--- src/sv/smgs_pkg.sv ---
// Package: shared types, codes and constants of the servo mixer and gear sequencer.
`timescale 1ns / 1ps

package smgs_pkg;

   // Field widths
   localparam int CH_W       = 4;
   localparam int PULSE_W    = 12;
   localparam int STICK_W    = 12;
   localparam int TIME_W     = 32;
   localparam int PVAL_W     = 13;
   localparam int RATE_W     = 8;
   localparam int DIFF_W     = 13;
   localparam int MIX_W      = 14;
   localparam int MUL_W      = 22;
   localparam int PROD_W     = 2 * MUL_W;
   localparam int QUO_W      = 15;
   localparam int SUM_W      = 16;
   localparam int CSR_DATA_W = 32;
   localparam int CSR_ADDR_W = 3;

   // Divide by 100 as multiply by reciprocal: exact for magnitudes up to 2**20
   localparam logic signed [MUL_W-1:0] RECIP_100   = 22'sd1342178;
   localparam int                      RECIP_SHIFT = 27;

   localparam logic signed [MIX_W-1:0] CUT_THROTTLE = -14'sd500;

   // Reset values
   localparam logic [PULSE_W-1:0]       LIMIT_LOW_RST  = 12'd1000;
   localparam logic [PULSE_W-1:0]       LIMIT_HIGH_RST = 12'd2000;
   localparam logic [PULSE_W-1:0]       CENTER_RST     = 12'd1500;
   localparam logic signed [RATE_W-1:0] RATE_RST       = 8'sd100;
   localparam logic [STICK_W-1:0]       MID_STICK_RST  = 12'd1500;
   localparam logic [TIME_W-1:0]        GEAR_TIME_RST  = 32'd4000000;

   typedef enum logic {
      CMD_MIX,
      CMD_PARAM
   } cmd_type;

   typedef enum logic [1:0] {
      FIELD_MIN,
      FIELD_MAX,
      FIELD_CENTER,
      FIELD_RATE
   } field_type;

   typedef enum logic {
      CSR_MID_STICK,
      CSR_GEAR_TIME
   } csr_index_type;

   typedef enum logic [2:0] {
      GEAR_UNKNOWN,
      GEAR_CLOSED,
      GEAR_OPEN_MAIN,
      GEAR_OPEN_FRONT,
      GEAR_OPENED,
      GEAR_CLOSE_FRONT,
      GEAR_CLOSE_MAIN
   } gear_phase_type;

   typedef enum logic [2:0] {
      ST_IDLE,
      ST_MUL_RATE,
      ST_MUL_RECIP,
      ST_FINISH,
      ST_FLUSH
   } seq_state_type;

   // Receiver frame as seen by the mixer
   typedef struct packed {
      logic [STICK_W-1:0] throttle;
      logic [STICK_W-1:0] roll;
      logic [STICK_W-1:0] pitch;
      logic [STICK_W-1:0] yaw;
      logic [STICK_W-1:0] gear_switch;
      logic [STICK_W-1:0] flap;
      logic [TIME_W-1:0]  now_us;
   } frame_type;

   // Limits the mixer needs from the parameter tables
   typedef struct packed {
      logic [PULSE_W-1:0] lo_thr;
      logic [PULSE_W-1:0] hi_thr;
      logic [PULSE_W-1:0] lo_main;
      logic [PULSE_W-1:0] hi_main;
      logic [PULSE_W-1:0] lo_front;
      logic [PULSE_W-1:0] hi_front;
   } limits_type;

   typedef struct packed {
      logic            load;
      logic [CH_W-1:0] sel;
   } mix_ctrl_type;

   typedef struct packed {
      logic                    enable;
      logic signed [MUL_W-1:0] a;
      logic signed [MUL_W-1:0] b;
   } mul_req_type;

endpackage

--- src/sv/smgs_if.sv ---
// Interfaces: request and response channels with valid/ready handshake.
`timescale 1ns / 1ps

interface smgs_req_if;
   logic                                       valid;
   logic                                       ready;
   logic                                       command;
   logic [smgs_pkg::STICK_W-1:0]               throttle_in;
   logic [smgs_pkg::STICK_W-1:0]               roll_in;
   logic [smgs_pkg::STICK_W-1:0]               pitch_in;
   logic [smgs_pkg::STICK_W-1:0]               yaw_in;
   logic [smgs_pkg::STICK_W-1:0]               gear_switch_in;
   logic [smgs_pkg::STICK_W-1:0]               flap_in;
   logic [smgs_pkg::TIME_W-1:0]                now_us;
   logic [smgs_pkg::CH_W-1:0]                  param_channel;
   logic [1:0]                                 param_field;
   logic signed [smgs_pkg::PVAL_W-1:0]         param_value;

   modport source (
      output valid, command, throttle_in, roll_in, pitch_in, yaw_in,
             gear_switch_in, flap_in, now_us, param_channel, param_field, param_value,
      input  ready
   );
   modport sink (
      input  valid, command, throttle_in, roll_in, pitch_in, yaw_in,
             gear_switch_in, flap_in, now_us, param_channel, param_field, param_value,
      output ready
   );
endinterface

interface smgs_rsp_if;
   logic                          valid;
   logic                          ready;
   logic [smgs_pkg::CH_W-1:0]     channel;
   logic [smgs_pkg::PULSE_W-1:0]  pulse;
   logic                          last;

   modport source (output valid, channel, pulse, last, input ready);
   modport sink   (input valid, channel, pulse, last, output ready);
endinterface

--- src/sv/servo_mixer_gear_sequencer.sv ---
// Top level: servo mixer with gear sequencer, parameter tables and output sequencing.
//
//   channel   | direction | handshake     | carries
//   ----------+-----------+---------------+-------------------------------------------
//   req_chan  | in        | valid/ready   | frame (six sticks, time) or parameter write
//   rsp_chan  | out       | valid/ready   | channel, pulse, last; one per changed pulse
//   psel/...  | in        | APB setup/acc | mid_stick at 0x0, gear_move_time_us at 0x4
//
// A parameter write is taken in the idle state. A frame is taken there too, with
// a mix and gear sequencer step; then three steps per channel on the shared
// multiplier (rate product, reciprocal of 100, scale/clamp), then a flush step
// releases the last result. A full output register stalls the channel walk.
// Synchronous reset loads every table with its default; there is no clearing pass.
`timescale 1ns / 1ps

module servo_mixer_gear_sequencer #(
   parameter int NUM_CHANNELS = 10
) (
   input  logic                              clock,
   input  logic                              reset,
   smgs_req_if.sink                          req_chan,
   smgs_rsp_if.source                        rsp_chan,
   input  logic                              psel,
   input  logic                              penable,
   input  logic                              pwrite,
   input  logic [smgs_pkg::CSR_ADDR_W-1:0]   paddr,
   input  logic [smgs_pkg::CSR_DATA_W-1:0]   pwdata,
   output logic [smgs_pkg::CSR_DATA_W-1:0]   prdata,
   output logic                              pready
);

   localparam int IDX_W = $clog2(NUM_CHANNELS);
   localparam logic [IDX_W-1:0] LAST_IDX  = IDX_W'(NUM_CHANNELS - 1);
   localparam logic [IDX_W-1:0] MAIN_IDX  = IDX_W'(NUM_CHANNELS - 2);
   localparam logic [IDX_W-1:0] FRONT_IDX = IDX_W'(NUM_CHANNELS - 1);

   // Parameter tables and last pulses
   logic [smgs_pkg::PULSE_W-1:0]       lo_tbl_ff   [NUM_CHANNELS];
   logic [smgs_pkg::PULSE_W-1:0]       hi_tbl_ff   [NUM_CHANNELS];
   logic [smgs_pkg::PULSE_W-1:0]       ctr_tbl_ff  [NUM_CHANNELS];
   logic signed [smgs_pkg::RATE_W-1:0] rate_tbl_ff [NUM_CHANNELS];
   logic [smgs_pkg::PULSE_W-1:0]       prev_ff     [NUM_CHANNELS];

   smgs_pkg::seq_state_type            state_ff, state_in;
   logic [IDX_W-1:0]                   ch_ff;
   logic                               neg_ff;

   logic                               pend_valid_ff;
   logic [smgs_pkg::CH_W-1:0]          pend_ch_ff;
   logic [smgs_pkg::PULSE_W-1:0]       pend_pulse_ff;

   logic                               rsp_valid_ff;
   logic [smgs_pkg::CH_W-1:0]          rsp_ch_ff;
   logic [smgs_pkg::PULSE_W-1:0]       rsp_pulse_ff;
   logic                               rsp_last_ff;

   logic [smgs_pkg::STICK_W-1:0]       mid_stick;
   logic [smgs_pkg::TIME_W-1:0]        gear_move_time_us;

   smgs_pkg::mix_ctrl_type             mix_ctrl;
   smgs_pkg::frame_type                frame;
   smgs_pkg::limits_type               limits;
   smgs_pkg::mul_req_type              mul_req;
   logic signed [smgs_pkg::MIX_W-1:0]  mix_value;
   logic signed [smgs_pkg::PROD_W-1:0] prod;
   logic signed [smgs_pkg::PROD_W-1:0] prod_abs;

   logic                               req_ready;
   logic                               accept, frame_go, param_go;
   logic                               out_free, changed, fin_stall, flush_go;
   logic                               fin_step, fin_push, flush_push;
   logic [smgs_pkg::QUO_W-1:0]         quo;
   logic signed [smgs_pkg::SUM_W-1:0]  quo_s, scaled, sum, lo_s, hi_s;
   logic [smgs_pkg::PULSE_W-1:0]       pulse_new;
   logic [IDX_W-1:0]                   wr_idx;

   assign accept   = req_chan.valid && req_ready;
   assign frame_go = accept && (req_chan.command == smgs_pkg::CMD_MIX);
   assign param_go = accept && (req_chan.command == smgs_pkg::CMD_PARAM)
                     && (req_chan.param_channel < smgs_pkg::CH_W'(NUM_CHANNELS));
   assign wr_idx   = req_chan.param_channel[IDX_W-1:0];

   // Configuration registers
   smgs_csr u_csr (
      .clock             (clock),
      .reset             (reset),
      .psel              (psel),
      .penable           (penable),
      .pwrite            (pwrite),
      .paddr             (paddr),
      .pwdata            (pwdata),
      .prdata            (prdata),
      .pready            (pready),
      .mid_stick         (mid_stick),
      .gear_move_time_us (gear_move_time_us)
   );

   // Mixer and gear sequencer
   assign frame.throttle    = req_chan.throttle_in;
   assign frame.roll        = req_chan.roll_in;
   assign frame.pitch       = req_chan.pitch_in;
   assign frame.yaw         = req_chan.yaw_in;
   assign frame.gear_switch = req_chan.gear_switch_in;
   assign frame.flap        = req_chan.flap_in;
   assign frame.now_us      = req_chan.now_us;

   assign limits.lo_thr   = lo_tbl_ff[0];
   assign limits.hi_thr   = hi_tbl_ff[0];
   assign limits.lo_main  = lo_tbl_ff[MAIN_IDX];
   assign limits.hi_main  = hi_tbl_ff[MAIN_IDX];
   assign limits.lo_front = lo_tbl_ff[FRONT_IDX];
   assign limits.hi_front = hi_tbl_ff[FRONT_IDX];

   assign mix_ctrl.load = frame_go;
   assign mix_ctrl.sel  = smgs_pkg::CH_W'(ch_ff);

   smgs_mix u_mix (
      .clock             (clock),
      .reset             (reset),
      .ctrl              (mix_ctrl),
      .frame             (frame),
      .mid_stick         (mid_stick),
      .gear_move_time_us (gear_move_time_us),
      .limits            (limits),
      .mix_value         (mix_value)
   );

   // Shared multiplier
   smgs_mul u_mul (
      .clock (clock),
      .req   (mul_req),
      .prod  (prod)
   );

   // Scale, offset and clamp of the current channel
   assign prod_abs  = prod[smgs_pkg::PROD_W-1] ? -prod : prod;
   assign quo       = prod[smgs_pkg::RECIP_SHIFT +: smgs_pkg::QUO_W];
   assign quo_s     = signed'(smgs_pkg::SUM_W'(quo));
   assign scaled    = neg_ff ? -quo_s : quo_s;
   assign sum       = signed'(smgs_pkg::SUM_W'(ctr_tbl_ff[ch_ff])) + scaled;
   assign lo_s      = signed'(smgs_pkg::SUM_W'(lo_tbl_ff[ch_ff]));
   assign hi_s      = signed'(smgs_pkg::SUM_W'(hi_tbl_ff[ch_ff]));

   always_comb begin
      if (sum < lo_s) begin
         pulse_new = lo_tbl_ff[ch_ff];
      end else if (sum > hi_s) begin
         pulse_new = hi_tbl_ff[ch_ff];
      end else begin
         pulse_new = sum[smgs_pkg::PULSE_W-1:0];
      end
   end

   assign changed   = pulse_new != prev_ff[ch_ff];
   assign out_free  = !rsp_valid_ff || rsp_chan.ready;
   assign fin_stall = changed && pend_valid_ff && !out_free;
   assign flush_go  = !pend_valid_ff || out_free;

   // Sequencer: next state
   always_comb begin
      state_in = state_ff;
      case (state_ff)
         smgs_pkg::ST_IDLE:      if (frame_go) state_in = smgs_pkg::ST_MUL_RATE;
         smgs_pkg::ST_MUL_RATE:  state_in = smgs_pkg::ST_MUL_RECIP;
         smgs_pkg::ST_MUL_RECIP: state_in = smgs_pkg::ST_FINISH;
         smgs_pkg::ST_FINISH: begin
            if (!fin_stall) begin
               state_in = (ch_ff == LAST_IDX) ? smgs_pkg::ST_FLUSH : smgs_pkg::ST_MUL_RATE;
            end
         end
         smgs_pkg::ST_FLUSH:     if (flush_go) state_in = smgs_pkg::ST_IDLE;
         default:                state_in = smgs_pkg::ST_IDLE;
      endcase
   end

   // Sequencer: outputs
   always_comb begin
      req_ready      = 1'b0;
      mul_req.enable = 1'b0;
      mul_req.a      = '0;
      mul_req.b      = '0;
      fin_step       = 1'b0;
      flush_push     = 1'b0;
      case (state_ff)
         smgs_pkg::ST_IDLE: req_ready = 1'b1;
         smgs_pkg::ST_MUL_RATE: begin
            mul_req.enable = 1'b1;
            mul_req.a      = smgs_pkg::MUL_W'(rate_tbl_ff[ch_ff]);
            mul_req.b      = smgs_pkg::MUL_W'(mix_value);
         end
         smgs_pkg::ST_MUL_RECIP: begin
            mul_req.enable = 1'b1;
            mul_req.a      = prod_abs[smgs_pkg::MUL_W-1:0];
            mul_req.b      = smgs_pkg::RECIP_100;
         end
         smgs_pkg::ST_FINISH: fin_step = !fin_stall;
         smgs_pkg::ST_FLUSH:  flush_push = pend_valid_ff && out_free;
         default: ;
      endcase
   end

   assign fin_push = fin_step && changed && pend_valid_ff;

   always_ff @(posedge clock) begin
      if (reset) begin
         state_ff <= smgs_pkg::ST_IDLE;
      end else begin
         state_ff <= state_in;
      end
   end

   // Channel index and product sign
   always_ff @(posedge clock) begin
      if (frame_go) begin
         ch_ff <= '0;
      end else if (fin_step) begin
         ch_ff <= ch_ff + 1'b1;
      end
      if (state_ff == smgs_pkg::ST_MUL_RECIP) begin
         neg_ff <= prod[smgs_pkg::PROD_W-1];
      end
   end

   // Parameter tables and last pulses
   always_ff @(posedge clock) begin
      if (reset) begin
         for (int i = 0; i < NUM_CHANNELS; i++) begin
            lo_tbl_ff[i]   <= smgs_pkg::LIMIT_LOW_RST;
            hi_tbl_ff[i]   <= smgs_pkg::LIMIT_HIGH_RST;
            ctr_tbl_ff[i]  <= smgs_pkg::CENTER_RST;
            rate_tbl_ff[i] <= smgs_pkg::RATE_RST;
            prev_ff[i]     <= '0;
         end
      end else begin
         if (param_go) begin
            case (smgs_pkg::field_type'(req_chan.param_field))
               smgs_pkg::FIELD_MIN:
                  lo_tbl_ff[wr_idx] <= req_chan.param_value[smgs_pkg::PULSE_W-1:0];
               smgs_pkg::FIELD_MAX:
                  hi_tbl_ff[wr_idx] <= req_chan.param_value[smgs_pkg::PULSE_W-1:0];
               smgs_pkg::FIELD_CENTER:
                  ctr_tbl_ff[wr_idx] <= req_chan.param_value[smgs_pkg::PULSE_W-1:0];
               smgs_pkg::FIELD_RATE:
                  rate_tbl_ff[wr_idx] <= signed'(req_chan.param_value[smgs_pkg::RATE_W-1:0]);
               default: ;
            endcase
         end
         if (fin_step && changed) begin
            prev_ff[ch_ff] <= pulse_new;
         end
      end
   end

   // Pending result: held back until we know whether it is the last one
   always_ff @(posedge clock) begin
      if (reset) begin
         pend_valid_ff <= 1'b0;
      end else if (fin_step && changed) begin
         pend_valid_ff <= 1'b1;
      end else if (flush_push) begin
         pend_valid_ff <= 1'b0;
      end
      if (fin_step && changed) begin
         pend_ch_ff    <= smgs_pkg::CH_W'(ch_ff);
         pend_pulse_ff <= pulse_new;
      end
   end

   // Output register
   always_ff @(posedge clock) begin
      if (reset) begin
         rsp_valid_ff <= 1'b0;
      end else if (fin_push || flush_push) begin
         rsp_valid_ff <= 1'b1;
      end else if (rsp_chan.ready) begin
         rsp_valid_ff <= 1'b0;
      end
      if (fin_push || flush_push) begin
         rsp_ch_ff    <= pend_ch_ff;
         rsp_pulse_ff <= pend_pulse_ff;
         rsp_last_ff  <= flush_push;
      end
   end

   assign req_chan.ready   = req_ready;
   assign rsp_chan.valid   = rsp_valid_ff;
   assign rsp_chan.channel = rsp_ch_ff;
   assign rsp_chan.pulse   = rsp_pulse_ff;
   assign rsp_chan.last    = rsp_last_ff;

endmodule

--- src/sv/smgs_csr.sv ---
// Module: APB-style configuration registers (stick center, gear move time).
`timescale 1ns / 1ps

module smgs_csr (
   input  logic                              clock,
   input  logic                              reset,
   input  logic                              psel,
   input  logic                              penable,
   input  logic                              pwrite,
   input  logic [smgs_pkg::CSR_ADDR_W-1:0]   paddr,
   input  logic [smgs_pkg::CSR_DATA_W-1:0]   pwdata,
   output logic [smgs_pkg::CSR_DATA_W-1:0]   prdata,
   output logic                              pready,
   output logic [smgs_pkg::STICK_W-1:0]      mid_stick,
   output logic [smgs_pkg::TIME_W-1:0]       gear_move_time_us
);

   logic [smgs_pkg::STICK_W-1:0] mid_stick_ff;
   logic [smgs_pkg::STICK_W-1:0] mid_stick_in;
   logic [smgs_pkg::TIME_W-1:0]  gear_time_ff;
   logic [smgs_pkg::TIME_W-1:0]  gear_time_in;
   logic                         wr_en;
   smgs_pkg::csr_index_type      reg_idx;

   assign pready  = 1'b1;
   assign wr_en   = psel && penable && pwrite;
   assign reg_idx = smgs_pkg::csr_index_type'(paddr[2]);

   // Register write decode
   always_comb begin
      mid_stick_in = mid_stick_ff;
      gear_time_in = gear_time_ff;
      if (wr_en) begin
         case (reg_idx)
            smgs_pkg::CSR_MID_STICK: mid_stick_in = pwdata[smgs_pkg::STICK_W-1:0];
            smgs_pkg::CSR_GEAR_TIME: gear_time_in = pwdata[smgs_pkg::TIME_W-1:0];
            default: ;
         endcase
      end
   end

   always_ff @(posedge clock) begin
      if (reset) begin
         mid_stick_ff <= smgs_pkg::MID_STICK_RST;
         gear_time_ff <= smgs_pkg::GEAR_TIME_RST;
      end else begin
         mid_stick_ff <= mid_stick_in;
         gear_time_ff <= gear_time_in;
      end
   end

   // Read mux
   always_comb begin
      case (reg_idx)
         smgs_pkg::CSR_MID_STICK: prdata = smgs_pkg::CSR_DATA_W'(mid_stick_ff);
         smgs_pkg::CSR_GEAR_TIME: prdata = gear_time_ff;
         default:                 prdata = '0;
      endcase
   end

   assign mid_stick         = mid_stick_ff;
   assign gear_move_time_us = gear_time_ff;

endmodule

--- src/sv/smgs_mul.sv ---
// Module: shared signed multiplier with registered product.
`timescale 1ns / 1ps

module smgs_mul (
   input  logic                                clock,
   input  smgs_pkg::mul_req_type               req,
   output logic signed [smgs_pkg::PROD_W-1:0]  prod
);

   logic signed [smgs_pkg::PROD_W-1:0] prod_ff;

   // Product held until the next enabled operation
   always_ff @(posedge clock) begin
      if (req.enable) begin
         prod_ff <= req.a * req.b;
      end
   end

   assign prod = prod_ff;

endmodule

--- src/sv/smgs_mix.sv ---
// Module: frame mixing (V-tail, airbrake, flaps, throttle) and gear sequencer.
`timescale 1ns / 1ps

module smgs_mix (
   input  logic                               clock,
   input  logic                               reset,
   input  smgs_pkg::mix_ctrl_type             ctrl,
   input  smgs_pkg::frame_type                frame,
   input  logic [smgs_pkg::STICK_W-1:0]       mid_stick,
   input  logic [smgs_pkg::TIME_W-1:0]        gear_move_time_us,
   input  smgs_pkg::limits_type               limits,
   output logic signed [smgs_pkg::MIX_W-1:0]  mix_value
);

   localparam int NUM_MIX = 10;

   logic signed [smgs_pkg::DIFF_W-1:0] mid_s;
   logic signed [smgs_pkg::DIFF_W-1:0] thro_d, roll_d, pitch_d, yaw_d, flap_d;
   logic signed [smgs_pkg::DIFF_W-1:0] quarter, brake, span;
   logic signed [smgs_pkg::DIFF_W-1:0] gmn, gmx, gfn, gfx;
   logic signed [smgs_pkg::MIX_W-1:0]  thr_offs;
   logic signed [smgs_pkg::MIX_W-1:0]  mix_in [NUM_MIX];
   logic signed [smgs_pkg::MIX_W-1:0]  mix_ff [NUM_MIX];
   logic                               down, moving;
   logic                               main_open, front_open;

   smgs_pkg::gear_phase_type           phase_ff, phase_in;
   logic [smgs_pkg::TIME_W-1:0]        start_ff, start_in;

   // Channels relative to stick center
   assign mid_s   = signed'({1'b0, mid_stick});
   assign thro_d  = signed'({1'b0, frame.throttle}) - mid_s;
   assign roll_d  = signed'({1'b0, frame.roll}) - mid_s;
   assign pitch_d = signed'({1'b0, frame.pitch}) - mid_s;
   assign yaw_d   = signed'({1'b0, frame.yaw}) - mid_s;
   assign flap_d  = signed'({1'b0, frame.flap}) - mid_s;
   assign down    = frame.gear_switch < mid_stick;

   // Floor shifts
   assign quarter  = yaw_d >>> 2;
   assign brake    = thro_d >>> 1;
   assign span     = signed'({1'b0, limits.hi_thr}) - signed'({1'b0, limits.lo_thr});
   assign thr_offs = smgs_pkg::MIX_W'(span >>> 2) <<< 1;

   // Gear end points
   assign gmn = signed'({1'b0, limits.lo_main}) - mid_s;
   assign gmx = signed'({1'b0, limits.hi_main}) - mid_s;
   assign gfn = signed'({1'b0, limits.lo_front}) - mid_s;
   assign gfx = signed'({1'b0, limits.hi_front}) - mid_s;

   assign moving = (frame.now_us - start_ff) < gear_move_time_us;

   // Gear sequencer: next phase
   always_comb begin
      phase_in = phase_ff;
      start_in = start_ff;
      if (down) begin
         case (phase_ff)
            smgs_pkg::GEAR_CLOSED: ;
            smgs_pkg::GEAR_OPEN_MAIN, smgs_pkg::GEAR_CLOSE_FRONT: begin
               if (!moving) begin
                  phase_in = smgs_pkg::GEAR_CLOSE_MAIN;
                  start_in = frame.now_us;
               end
            end
            smgs_pkg::GEAR_OPEN_FRONT: begin
               if (!moving) begin
                  phase_in = smgs_pkg::GEAR_CLOSE_FRONT;
                  start_in = frame.now_us;
               end
            end
            smgs_pkg::GEAR_OPENED: begin
               phase_in = smgs_pkg::GEAR_CLOSE_FRONT;
               start_in = frame.now_us;
            end
            smgs_pkg::GEAR_CLOSE_MAIN: begin
               if (!moving) phase_in = smgs_pkg::GEAR_CLOSED;
            end
            default: phase_in = smgs_pkg::GEAR_CLOSED;
         endcase
      end else begin
         case (phase_ff)
            smgs_pkg::GEAR_CLOSED: begin
               phase_in = smgs_pkg::GEAR_OPEN_MAIN;
               start_in = frame.now_us;
            end
            smgs_pkg::GEAR_OPEN_MAIN, smgs_pkg::GEAR_CLOSE_FRONT: begin
               if (!moving) begin
                  phase_in = smgs_pkg::GEAR_OPEN_FRONT;
                  start_in = frame.now_us;
               end
            end
            smgs_pkg::GEAR_OPEN_FRONT: begin
               if (!moving) phase_in = smgs_pkg::GEAR_OPENED;
            end
            smgs_pkg::GEAR_OPENED: ;
            smgs_pkg::GEAR_CLOSE_MAIN: begin
               if (!moving) begin
                  phase_in = smgs_pkg::GEAR_OPEN_MAIN;
                  start_in = frame.now_us;
               end
            end
            default: phase_in = smgs_pkg::GEAR_OPENED;
         endcase
      end
   end

   // Gear sequencer: servo positions (1 = open end)
   always_comb begin
      main_open  = 1'b0;
      front_open = 1'b0;
      if (down) begin
         case (phase_ff)
            smgs_pkg::GEAR_OPEN_MAIN, smgs_pkg::GEAR_CLOSE_FRONT: main_open = moving;
            smgs_pkg::GEAR_OPEN_FRONT: begin
               main_open  = 1'b1;
               front_open = moving;
            end
            smgs_pkg::GEAR_OPENED: main_open = 1'b1;
            default: ;
         endcase
      end else begin
         case (phase_ff)
            smgs_pkg::GEAR_CLOSED: main_open = 1'b1;
            smgs_pkg::GEAR_OPEN_MAIN, smgs_pkg::GEAR_CLOSE_FRONT: begin
               main_open  = 1'b1;
               front_open = !moving;
            end
            smgs_pkg::GEAR_CLOSE_MAIN: main_open = !moving;
            default: begin
               main_open  = 1'b1;
               front_open = 1'b1;
            end
         endcase
      end
   end

   // Mixed channel values
   always_comb begin
      mix_in[1] = -smgs_pkg::MIX_W'(pitch_d) - smgs_pkg::MIX_W'(quarter);
      mix_in[2] = smgs_pkg::MIX_W'(pitch_d) - smgs_pkg::MIX_W'(quarter);
      mix_in[3] = smgs_pkg::MIX_W'(yaw_d);
      mix_in[5] = smgs_pkg::MIX_W'(flap_d);
      mix_in[6] = -smgs_pkg::MIX_W'(flap_d);
      if (thro_d >= 0) begin
         mix_in[0] = smgs_pkg::MIX_W'(thro_d) - thr_offs;
         mix_in[4] = smgs_pkg::MIX_W'(roll_d);
         mix_in[7] = smgs_pkg::MIX_W'(roll_d);
      end else begin
         mix_in[0] = smgs_pkg::CUT_THROTTLE;
         mix_in[4] = smgs_pkg::MIX_W'(roll_d) - smgs_pkg::MIX_W'(brake);
         mix_in[7] = smgs_pkg::MIX_W'(roll_d) + smgs_pkg::MIX_W'(brake);
      end
      mix_in[8] = main_open  ? smgs_pkg::MIX_W'(gmx) : smgs_pkg::MIX_W'(gmn);
      mix_in[9] = front_open ? smgs_pkg::MIX_W'(gfx) : smgs_pkg::MIX_W'(gfn);
   end

   // Frame results, no reset needed
   always_ff @(posedge clock) begin
      if (ctrl.load) begin
         for (int i = 0; i < NUM_MIX; i++) begin
            mix_ff[i] <= mix_in[i];
         end
      end
   end

   always_ff @(posedge clock) begin
      if (reset) begin
         phase_ff <= smgs_pkg::GEAR_UNKNOWN;
         start_ff <= '0;
      end else if (ctrl.load) begin
         phase_ff <= phase_in;
         start_ff <= start_in;
      end
   end

   assign mix_value = mix_ff[ctrl.sel];

endmodule
--- src/flat_wrapper.sv ---
// flat-port wrapper written by rule: the top's interface ports become plain ports
module servo_mixer_gear_sequencer_flat 
#(
   parameter int NUM_CHANNELS = 10
)
  (clock, reset, psel, penable, pwrite, paddr, pwdata, prdata, pready, req_chan_valid, req_chan_command, req_chan_throttle_in, req_chan_roll_in, req_chan_pitch_in, req_chan_yaw_in, req_chan_gear_switch_in, req_chan_flap_in, req_chan_now_us, req_chan_param_channel, req_chan_param_field, req_chan_param_value, req_chan_ready, rsp_chan_valid, rsp_chan_channel, rsp_chan_pulse, rsp_chan_last, rsp_chan_ready);
  smgs_req_if req_chan_i ();
  smgs_rsp_if rsp_chan_i ();
  input  logic clock;
  input  logic reset;
  input  logic psel;
  input  logic penable;
  input  logic pwrite;
  input  logic [smgs_pkg::CSR_ADDR_W-1:0] paddr;
  input  logic [smgs_pkg::CSR_DATA_W-1:0] pwdata;
  output logic [smgs_pkg::CSR_DATA_W-1:0] prdata;
  output logic pready;
  input wire logic [$bits(req_chan_i.valid)-1:0] req_chan_valid;
  input wire logic [$bits(req_chan_i.command)-1:0] req_chan_command;
  input wire logic [$bits(req_chan_i.throttle_in)-1:0] req_chan_throttle_in;
  input wire logic [$bits(req_chan_i.roll_in)-1:0] req_chan_roll_in;
  input wire logic [$bits(req_chan_i.pitch_in)-1:0] req_chan_pitch_in;
  input wire logic [$bits(req_chan_i.yaw_in)-1:0] req_chan_yaw_in;
  input wire logic [$bits(req_chan_i.gear_switch_in)-1:0] req_chan_gear_switch_in;
  input wire logic [$bits(req_chan_i.flap_in)-1:0] req_chan_flap_in;
  input wire logic [$bits(req_chan_i.now_us)-1:0] req_chan_now_us;
  input wire logic [$bits(req_chan_i.param_channel)-1:0] req_chan_param_channel;
  input wire logic [$bits(req_chan_i.param_field)-1:0] req_chan_param_field;
  input wire logic [$bits(req_chan_i.param_value)-1:0] req_chan_param_value;
  output wire logic [$bits(req_chan_i.ready)-1:0] req_chan_ready;
  output wire logic [$bits(rsp_chan_i.valid)-1:0] rsp_chan_valid;
  output wire logic [$bits(rsp_chan_i.channel)-1:0] rsp_chan_channel;
  output wire logic [$bits(rsp_chan_i.pulse)-1:0] rsp_chan_pulse;
  output wire logic [$bits(rsp_chan_i.last)-1:0] rsp_chan_last;
  input wire logic [$bits(rsp_chan_i.ready)-1:0] rsp_chan_ready;
  assign req_chan_i.valid = req_chan_valid;
  assign req_chan_i.command = req_chan_command;
  assign req_chan_i.throttle_in = req_chan_throttle_in;
  assign req_chan_i.roll_in = req_chan_roll_in;
  assign req_chan_i.pitch_in = req_chan_pitch_in;
  assign req_chan_i.yaw_in = req_chan_yaw_in;
  assign req_chan_i.gear_switch_in = req_chan_gear_switch_in;
  assign req_chan_i.flap_in = req_chan_flap_in;
  assign req_chan_i.now_us = req_chan_now_us;
  assign req_chan_i.param_channel = req_chan_param_channel;
  assign req_chan_i.param_field = req_chan_param_field;
  assign req_chan_i.param_value = req_chan_param_value;
  assign req_chan_ready = req_chan_i.ready;
  assign rsp_chan_valid = rsp_chan_i.valid;
  assign rsp_chan_channel = rsp_chan_i.channel;
  assign rsp_chan_pulse = rsp_chan_i.pulse;
  assign rsp_chan_last = rsp_chan_i.last;
  assign rsp_chan_i.ready = rsp_chan_ready;
  servo_mixer_gear_sequencer #(.NUM_CHANNELS(NUM_CHANNELS)) u_core (.clock(clock), .reset(reset), .req_chan(req_chan_i), .rsp_chan(rsp_chan_i), .psel(psel), .penable(penable), .pwrite(pwrite), .paddr(paddr), .pwdata(pwdata), .prdata(prdata), .pready(pready));
endmodule
--- config.mk ---
export PLATFORM = sky130hd
export DESIGN_NAME = servo_mixer_gear_sequencer_flat
export DESIGN_NICKNAME = d
export VERILOG_FILES = /design/src/sv/smgs_pkg.sv /design/src/sv/smgs_if.sv /design/src/sv/servo_mixer_gear_sequencer.sv /design/src/sv/smgs_csr.sv /design/src/sv/smgs_mul.sv /design/src/sv/smgs_mix.sv /design/src/flat_wrapper.sv
export SDC_FILE = /design/constraint.sdc
export NUM_CORES = 2
export LEC_CHECK = 0
export BUFFER_PORTS_ARGS = -buffer_cell sky130_fd_sc_hd__buf_2
export CORE_MARGIN = 1.5
export CORE_UTILIZATION = 45
export DETAILED_ROUTE_END_ITERATION = 8
export PLACE_DENSITY_LB_ADDON = 0.3
export SLEW_MARGIN = 20
export SYNTH_ARGS = -nofsm -noshare
export SYNTH_HDL_FRONTEND = slang
export SYNTH_SLANG_ARGS = --single-unit
--- constraint.sdc ---
create_clock -name clock -period 14.4 [get_ports clock]
set_input_delay 1.44 -clock clock [delete_from_list [all_inputs] [get_ports clock]]
set_output_delay 1.44 -clock clock [all_outputs]
set_load 0.005 [all_outputs]
# ---- Word level (Yosys, flattened, before mapping)
# Memories as Yosys holds them, arrays and structs flattened. A register that Yosys moved wholly into a read port is not among the register bits.
# Index checks and enable logic that the tools add are counted.
dict set report op_classes {
  mul 1
  addsub 22
  n_reduce_logical 39
  magnitude_cmp 6
  mux 92
  n_bitwise 2
  n_eq_ne 24
}
# cell n
set ops {}
lappend ops {{$pmux W32 S2} 3}
lappend ops {{$sub A12 B12 Y13} 10}
lappend ops {{$pmux W45 S2} 1}
lappend ops {{$mux W12} 6}
lappend ops {{$mux W14} 5}
lappend ops {{$mux W4} 17}
lappend ops {{$mux W32} 2}
lappend ops {{$reduce_or A12 Y1} 4}
lappend ops {{$pmux W3 S5} 3}
lappend ops {{$mul A22 B22 Y44} 1}
lappend ops {{$mux W1} 39}
lappend ops {{$mux W3} 11}
lappend ops {{$lt A32 B32 Y1} 1}
lappend ops {{$sub A32 B32 Y32} 1}
lappend ops {{$neg A13 Y14} 2}
lappend ops {{$sub A13 B12 Y14} 2}
lappend ops {{$mux W22} 1}
lappend ops {{$neg A22 Y22} 1}
lappend ops {{$add A13 B16 Y16} 1}
lappend ops {{$gt A16 B13 Y1} 1}
lappend ops {{$lt A16 B13 Y1} 1}
lappend ops {{$mux W16} 1}
lappend ops {{$neg A15 Y16} 1}
lappend ops {{$add A13 B12 Y14} 1}
lappend ops {{32 further kinds} 70}
dict set report totals {
  memories 6
  elab_cells 207
  output_inout_bits 52
  ff_bits 166
  mem_bits_rw 700
  input_bits 166
}
# name words word_bits rd rd_ports_with_merged_regs write_ports line_no
set memory_table {}
lappend memory_table {u_core.u_mix.mix_ff 10 14 1 1 10 smgs_mix.sv:23} ;# logic signed [smgs_pkg::MIX_W-1:0] mix_ff [NUM_MIX];
lappend memory_table {u_core.ctr_tbl_ff 10 12 1 1 10 servo_mixer_gear_sequencer.sv:40} ;# logic [smgs_pkg::PULSE_W-1:0] ctr_tbl_ff [NUM_CHANNELS];
lappend memory_table {u_core.hi_tbl_ff 10 12 4 1 10 servo_mixer_gear_sequencer.sv:39} ;# logic [smgs_pkg::PULSE_W-1:0] hi_tbl_ff [NUM_CHANNELS];
lappend memory_table {u_core.lo_tbl_ff 10 12 4 1 10 servo_mixer_gear_sequencer.sv:38} ;# logic [smgs_pkg::PULSE_W-1:0] lo_tbl_ff [NUM_CHANNELS];
lappend memory_table {u_core.prev_ff 10 12 1 1 10 servo_mixer_gear_sequencer.sv:42} ;# logic [smgs_pkg::PULSE_W-1:0] prev_ff [NUM_CHANNELS];
lappend memory_table {u_core.rate_tbl_ff 10 8 1 1 10 servo_mixer_gear_sequencer.sv:41} ;# logic signed [smgs_pkg::RATE_W-1:0] rate_tbl_ff [NUM_CHANNELS];

# ---- Logic depth before layout (Yosys ltp)
dict set report logic_depth {
  word_depth 17
  ltp_mapped 46
  mapped_depth_nobuf 44
}

# ---- Cells and area by module
# Synthesis repeated with hierarchy kept, for this count alone.
dict set report unflattened {
  cells_unflattened 6830
  hier_area_um2 80592.3
}
# mod area_per_inst_um2 cells_per_inst instances seq_area_each_um2
set modules_own_cells {}
lappend modules_own_cells {servo_mixer_gear_sequencer 42072.9 2736 1 28187.0}
lappend modules_own_cells {smgs_mul 19303.5 2023 1 1321.3}
lappend modules_own_cells {smgs_mix 16997.6 1844 1 4694.5}
lappend modules_own_cells {smgs_csr 2218.4 227 1 880.8}

# ---- Worst setup path before layout
# No wires, ideal clock.
dict set report synth_path {
  path_type {reg2reg}
  startpoint {reg (tool-made name)}
  endpoint {reg u_core.u_mul.prod_ff (netlist bit u_core.u_mul.prod[43]) (data pin)}
  period_less_slack_ns 10.730
  n_path_buf 11
  setup_ns 0.260
  required_ns 14.140
  stages_incl_launch_ff 39
  setup_slack_ns 3.670
  t_arrival_ns 10.470
  path_cell_list {dfxtp_1 > buf_2 > buf_4 > buf_4 > buf_4 > buf_4 > buf_2 > buf_4 > buf_4 > buf_2 > buf_2 > mux4_2 > mux2i_1 > o21ai_0 > a21oi_1 > clkbuf_1 > nor2_1 > fa_1 > (+3 left out) > fa_1 > fa_1 > fa_1 > fa_1 > inv_1 > ha_1 > a21o_1 > a21o_1 > a21o_1 > a21oi_1 > o31ai_1 > and4_1 > o41ai_1 > a21oi_1 > a221oi_1 > o2111ai_1 > a21oi_1 > xnor2_1}
}
# element line_no
set synth_lines {}
lappend synth_lines {{end signal, assigned} smgs_mul.sv:15} ;# prod_ff <= req.a * req.b;
lappend synth_lines {{end, declared} smgs_mul.sv:10} ;# logic signed [smgs_pkg::PROD_W-1:0] prod_ff;

==> flow_metrics.env <==
export IMPL_synth_seq_cells=1193
export IMPL_drt_initial_drc_count=4930
export IMPL_numClockSinks=1193
export IMPL_setup_viol=0
export IMPL_synth_cell_type_count=77
export IMPL_drive_gt1_frac=0.135
export IMPL_cts_hold_buf=0
export IMPL_irDropWorstVdd_mv=0.106
export IMPL_grt_max_degree=107
export IMPL_root_buffer="clkbuf_16"
export IMPL_placed_area_um2=82100
export IMPL_finalWirelength_mm=208
export IMPL_critPathMaxStageDelay_ns=0.79
export IMPL_wire_per_inst_um=22.6
export IMPL_rsz0062_at_grt="false"
export IMPL_clock_path_buffers=3
export IMPL_syn_instance_count=6469
export IMPL_final_seq_area_um2=34900
export IMPL_grt_antenna_before_repair=29
export IMPL_row_count=151
export IMPL_synth_top_area_share=0.428
export IMPL_crit_path_start_kind="flop"
export IMPL_synth_edf_count=1101
export IMPL_crit_arrival_ns=11.92
export IMPL_postCtsSetupBuffers=0
export IMPL_clock_latency_ns=0.76
export IMPL_yosysMostFrequentCell="edfxtp_1"
export IMPL_crit_path_end_kind="flop"
export IMPL_dr_pass1_iters=5
export IMPL_num_io_pins=218
export IMPL_post_cts_resized=0
export IMPL_start_util=0.455
export IMPL_drcViolationCount=0
export IMPL_grt_pass1_wl_mm=316
export IMPL_finalWorstSetupSlack_ns=2.94
export IMPL_syn_area_um2=77300
export IMPL_path_class="flop to flop"
export IMPL_syn_to_final_growth_pct=11.6
export IMPL_routed_via_density=5.55
export IMPL_setup_tns_ns=0
export IMPL_final_area_um2=86300
export IMPL_path_delay_family="adder cells"
export IMPL_slew_viol_final=0
export IMPL_fin_skew_ns=0.0870
export IMPL_p_leak_nw=33.7
export IMPL_cp_num_buf_inv=4
export IMPL_dieWidth_um=418
export IMPL_nNetsFinal=7984
export IMPL_cp_slowest_cell="dfxtp_4"
export IMPL_hp_class="flop to flop"
export IMPL_stdcell_count=9222
export IMPL_fill_cells=14764
export IMPL_cts_tree="done"
export IMPL_dieArea_um2=174000
export IMPL_multi_input_comb_area_um2=39100
export IMPL_placedCellCount=8989
export IMPL_clock_power_share=0.265
export IMPL_p_int_mw=7.78
export IMPL_place_congestion=0.924
export IMPL_cpMostUsedCell="fa_1"
export IMPL_final_hold_viol_count=0
export IMPL_ys_top_cells_by_count="1101 x edfxtp_1, 874 x inv_1, 680 x nand2_1, 589 x nor2_1, 508 x fa_1"
export IMPL_fin_crit_sh=0.796
export IMPL_htreeDepth=3
export IMPL_synth_area_leaders="edfxtp_1 43%, fa_1 13%, mux4_2 8.8%"
export IMPL_timing_fmax_ghz=0.0872
export IMPL_synth_ff_type="edfxtp_1"
export IMPL_fin_crit_ns=11.46
export IMPL_tightestPinTransition_ns=1.19
export IMPL_chipHeight_um=418
export IMPL_synth_seq_area_share=0.451
export IMPL_yosysWarningCount=0
export IMPL_cts_buffers=118
export IMPL_powerDensity_nw_per_um2=143
export IMPL_maxCapViolCount=0
export IMPL_port_buffers=213
export IMPL_grt_pass1_vias=51835
export IMPL_slew_headroom=0.208
export IMPL_num_vias=51157
export IMPL_synth_avg_cell_area_um2=12.0
export IMPL_p_switching_mw=4.61
export IMPL_overflow=0
export IMPL_worstPathMaxFanout=30
export IMPL_combPwrFrac=0.392
export IMPL_path_clk_slew_ns=0.06
export IMPL_grt_usage=0.241
export IMPL_synth_top_area_cell="edfxtp_1"
export IMPL_synthArstFlopShare=0
export IMPL_pwr_share_seq=0.343
export IMPL_post_place_ws_ns=2.97
export IMPL_core_region_area_um2=170000
export IMPL_place_hpwl_mm=153
export IMPL_cp_required_ns=14.86
export IMPL_utilization=0.508
export IMPL_ant_nets=0
export IMPL_switching_share=0.372
export IMPL_status="finished, final reports clean"
==> path summary, 6_finish.rpt <==
kind                                           from                                 end  slack (ns)  cells past startpoint
setup / recovery                               flop     u_core.u_mul.prod[43]$_DFFE_PN_        2.94                     29
setup reg to reg                               flop     u_core.u_mul.prod[43]$_DFFE_PN_        2.94                     29
hold reg to reg   u_core.pend_pulse_ff[0]$_DFFE_PP_  u_core.rsp_chan.pulse[0]$_DFFE_PP_        0.42                      0
hold / removal    u_core.pend_pulse_ff[0]$_DFFE_PP_  u_core.rsp_chan.pulse[0]$_DFFE_PP_        0.42                      0
==> area by class of cell <==
class | count | share of cell area
antenna | 9 | 0.000261
clock buffer | 127 | 0.0348
clock inverter | 97 | 0.0130
inverter | 875 | 0.0381
multi-input combinational | 4363 | 0.453
sequential | 1193 | 0.405
tap | 2218 | 0.0322
timing repair buffer | 340 | 0.0238
==> registers in the layout, summed over array words and instances, names as in the netlist, 4 cells and up, named ones only <==
name	flops
u_core.u_mix.mix_ff	133
u_core.rsp_chan.channel	4
u_core.rate_tbl_ff	128
u_core.u_csr.gear_move_time_us	32
u_core.u_csr.mid_stick	12
u_core.pend_ch_ff	4
u_core.u_mul.prod	38
u_core.pend_pulse_ff	12
u_core.hi_tbl_ff	192
u_core.lo_tbl_ff	192
u_core.rsp_chan.pulse	12
u_core.prev_ff	192
u_core.u_mix.start_ff	32
u_core.ctr_tbl_ff	192
u_core.ch_ff	4
==> worst register-to-register path: cells and delay by family, from the launching register on <==
family | cells | cell delay (ns)
AO/OA/AOI/OAI | 11 | 3.40
XOR/XNOR | 1 | 0.08
adder cells (fa/ha/maj) | 8 | 4.02
buffers and inverters | 4 | 1.00
flip-flops | 1 | 0.79
multiplexers | 2 | 1.13
AND/OR/NAND/NOR | 3 | 0.78
==> metal layers <==
metal,wire length (um),up-vias,part of all wire,track usage
met4,7240,16,0.035,0.0860
li1,-,23010,-,-
met5,116,-,0.00056,0
met3,16300,367,0.078,0.0361
met2,101000,2075,0.48,0.402
met1,83600,25689,0.40,0.320
==> per-stage QoR <==
stage / hold slack, ns / total power, mW
floorplan: 0.400 / 7.57
finish: 0.417 / 12.4
detailed placement: 0.405 / 9.08
global route: 0.421 / 13.1
CTS: 0.419 / 12.4
global placement: 0.402 / 9.05
==> power by group through the flow <==
stage               Sequential, mW  Combinational (mW)  Clock (mW)
global route                  4.28                5.35        3.45
CTS                           4.25                4.85        3.32
finish                        4.25                4.85        3.28
floorplan                     4.25                3.33           0
global placement              4.31                4.74           0
detailed placement            4.32                4.75           0
==> logic make-up after synthesis <==
kind of cell | synth area share
other cells | 0.0000971
compound gates | 0.0644
simple gates | 0.0972
xor+xnor | 0.0273
buf+inv | 0.0586
mux | 0.102
fa+ha+maj | 0.199
flops | 0.451
==> layout by cell type, fill, tap and decap left out, types with 88 or more instances in the layout <==
| cell | n |
|---|---|
| dfxtp_1 | 88 |
| a21oi_1 | 222 |
| nor2_1 | 588 |
| inv_1 | 873 |
| edfxtp_1 | 1101 |
| xnor2_1 | 168 |
| fa_1 | 508 |
| buf_2 | 213 |
| nor3_1 | 104 |
| mux4_2 | 303 |
| clkbuf_16 | 119 |
| o21ai_0 | 196 |
| conb_1 | 265 |
| nand2_1 | 677 |
| buf_4 | 124 |
| ha_1 | 419 |
No activity file was read; power rests on OpenSTA's default activity.
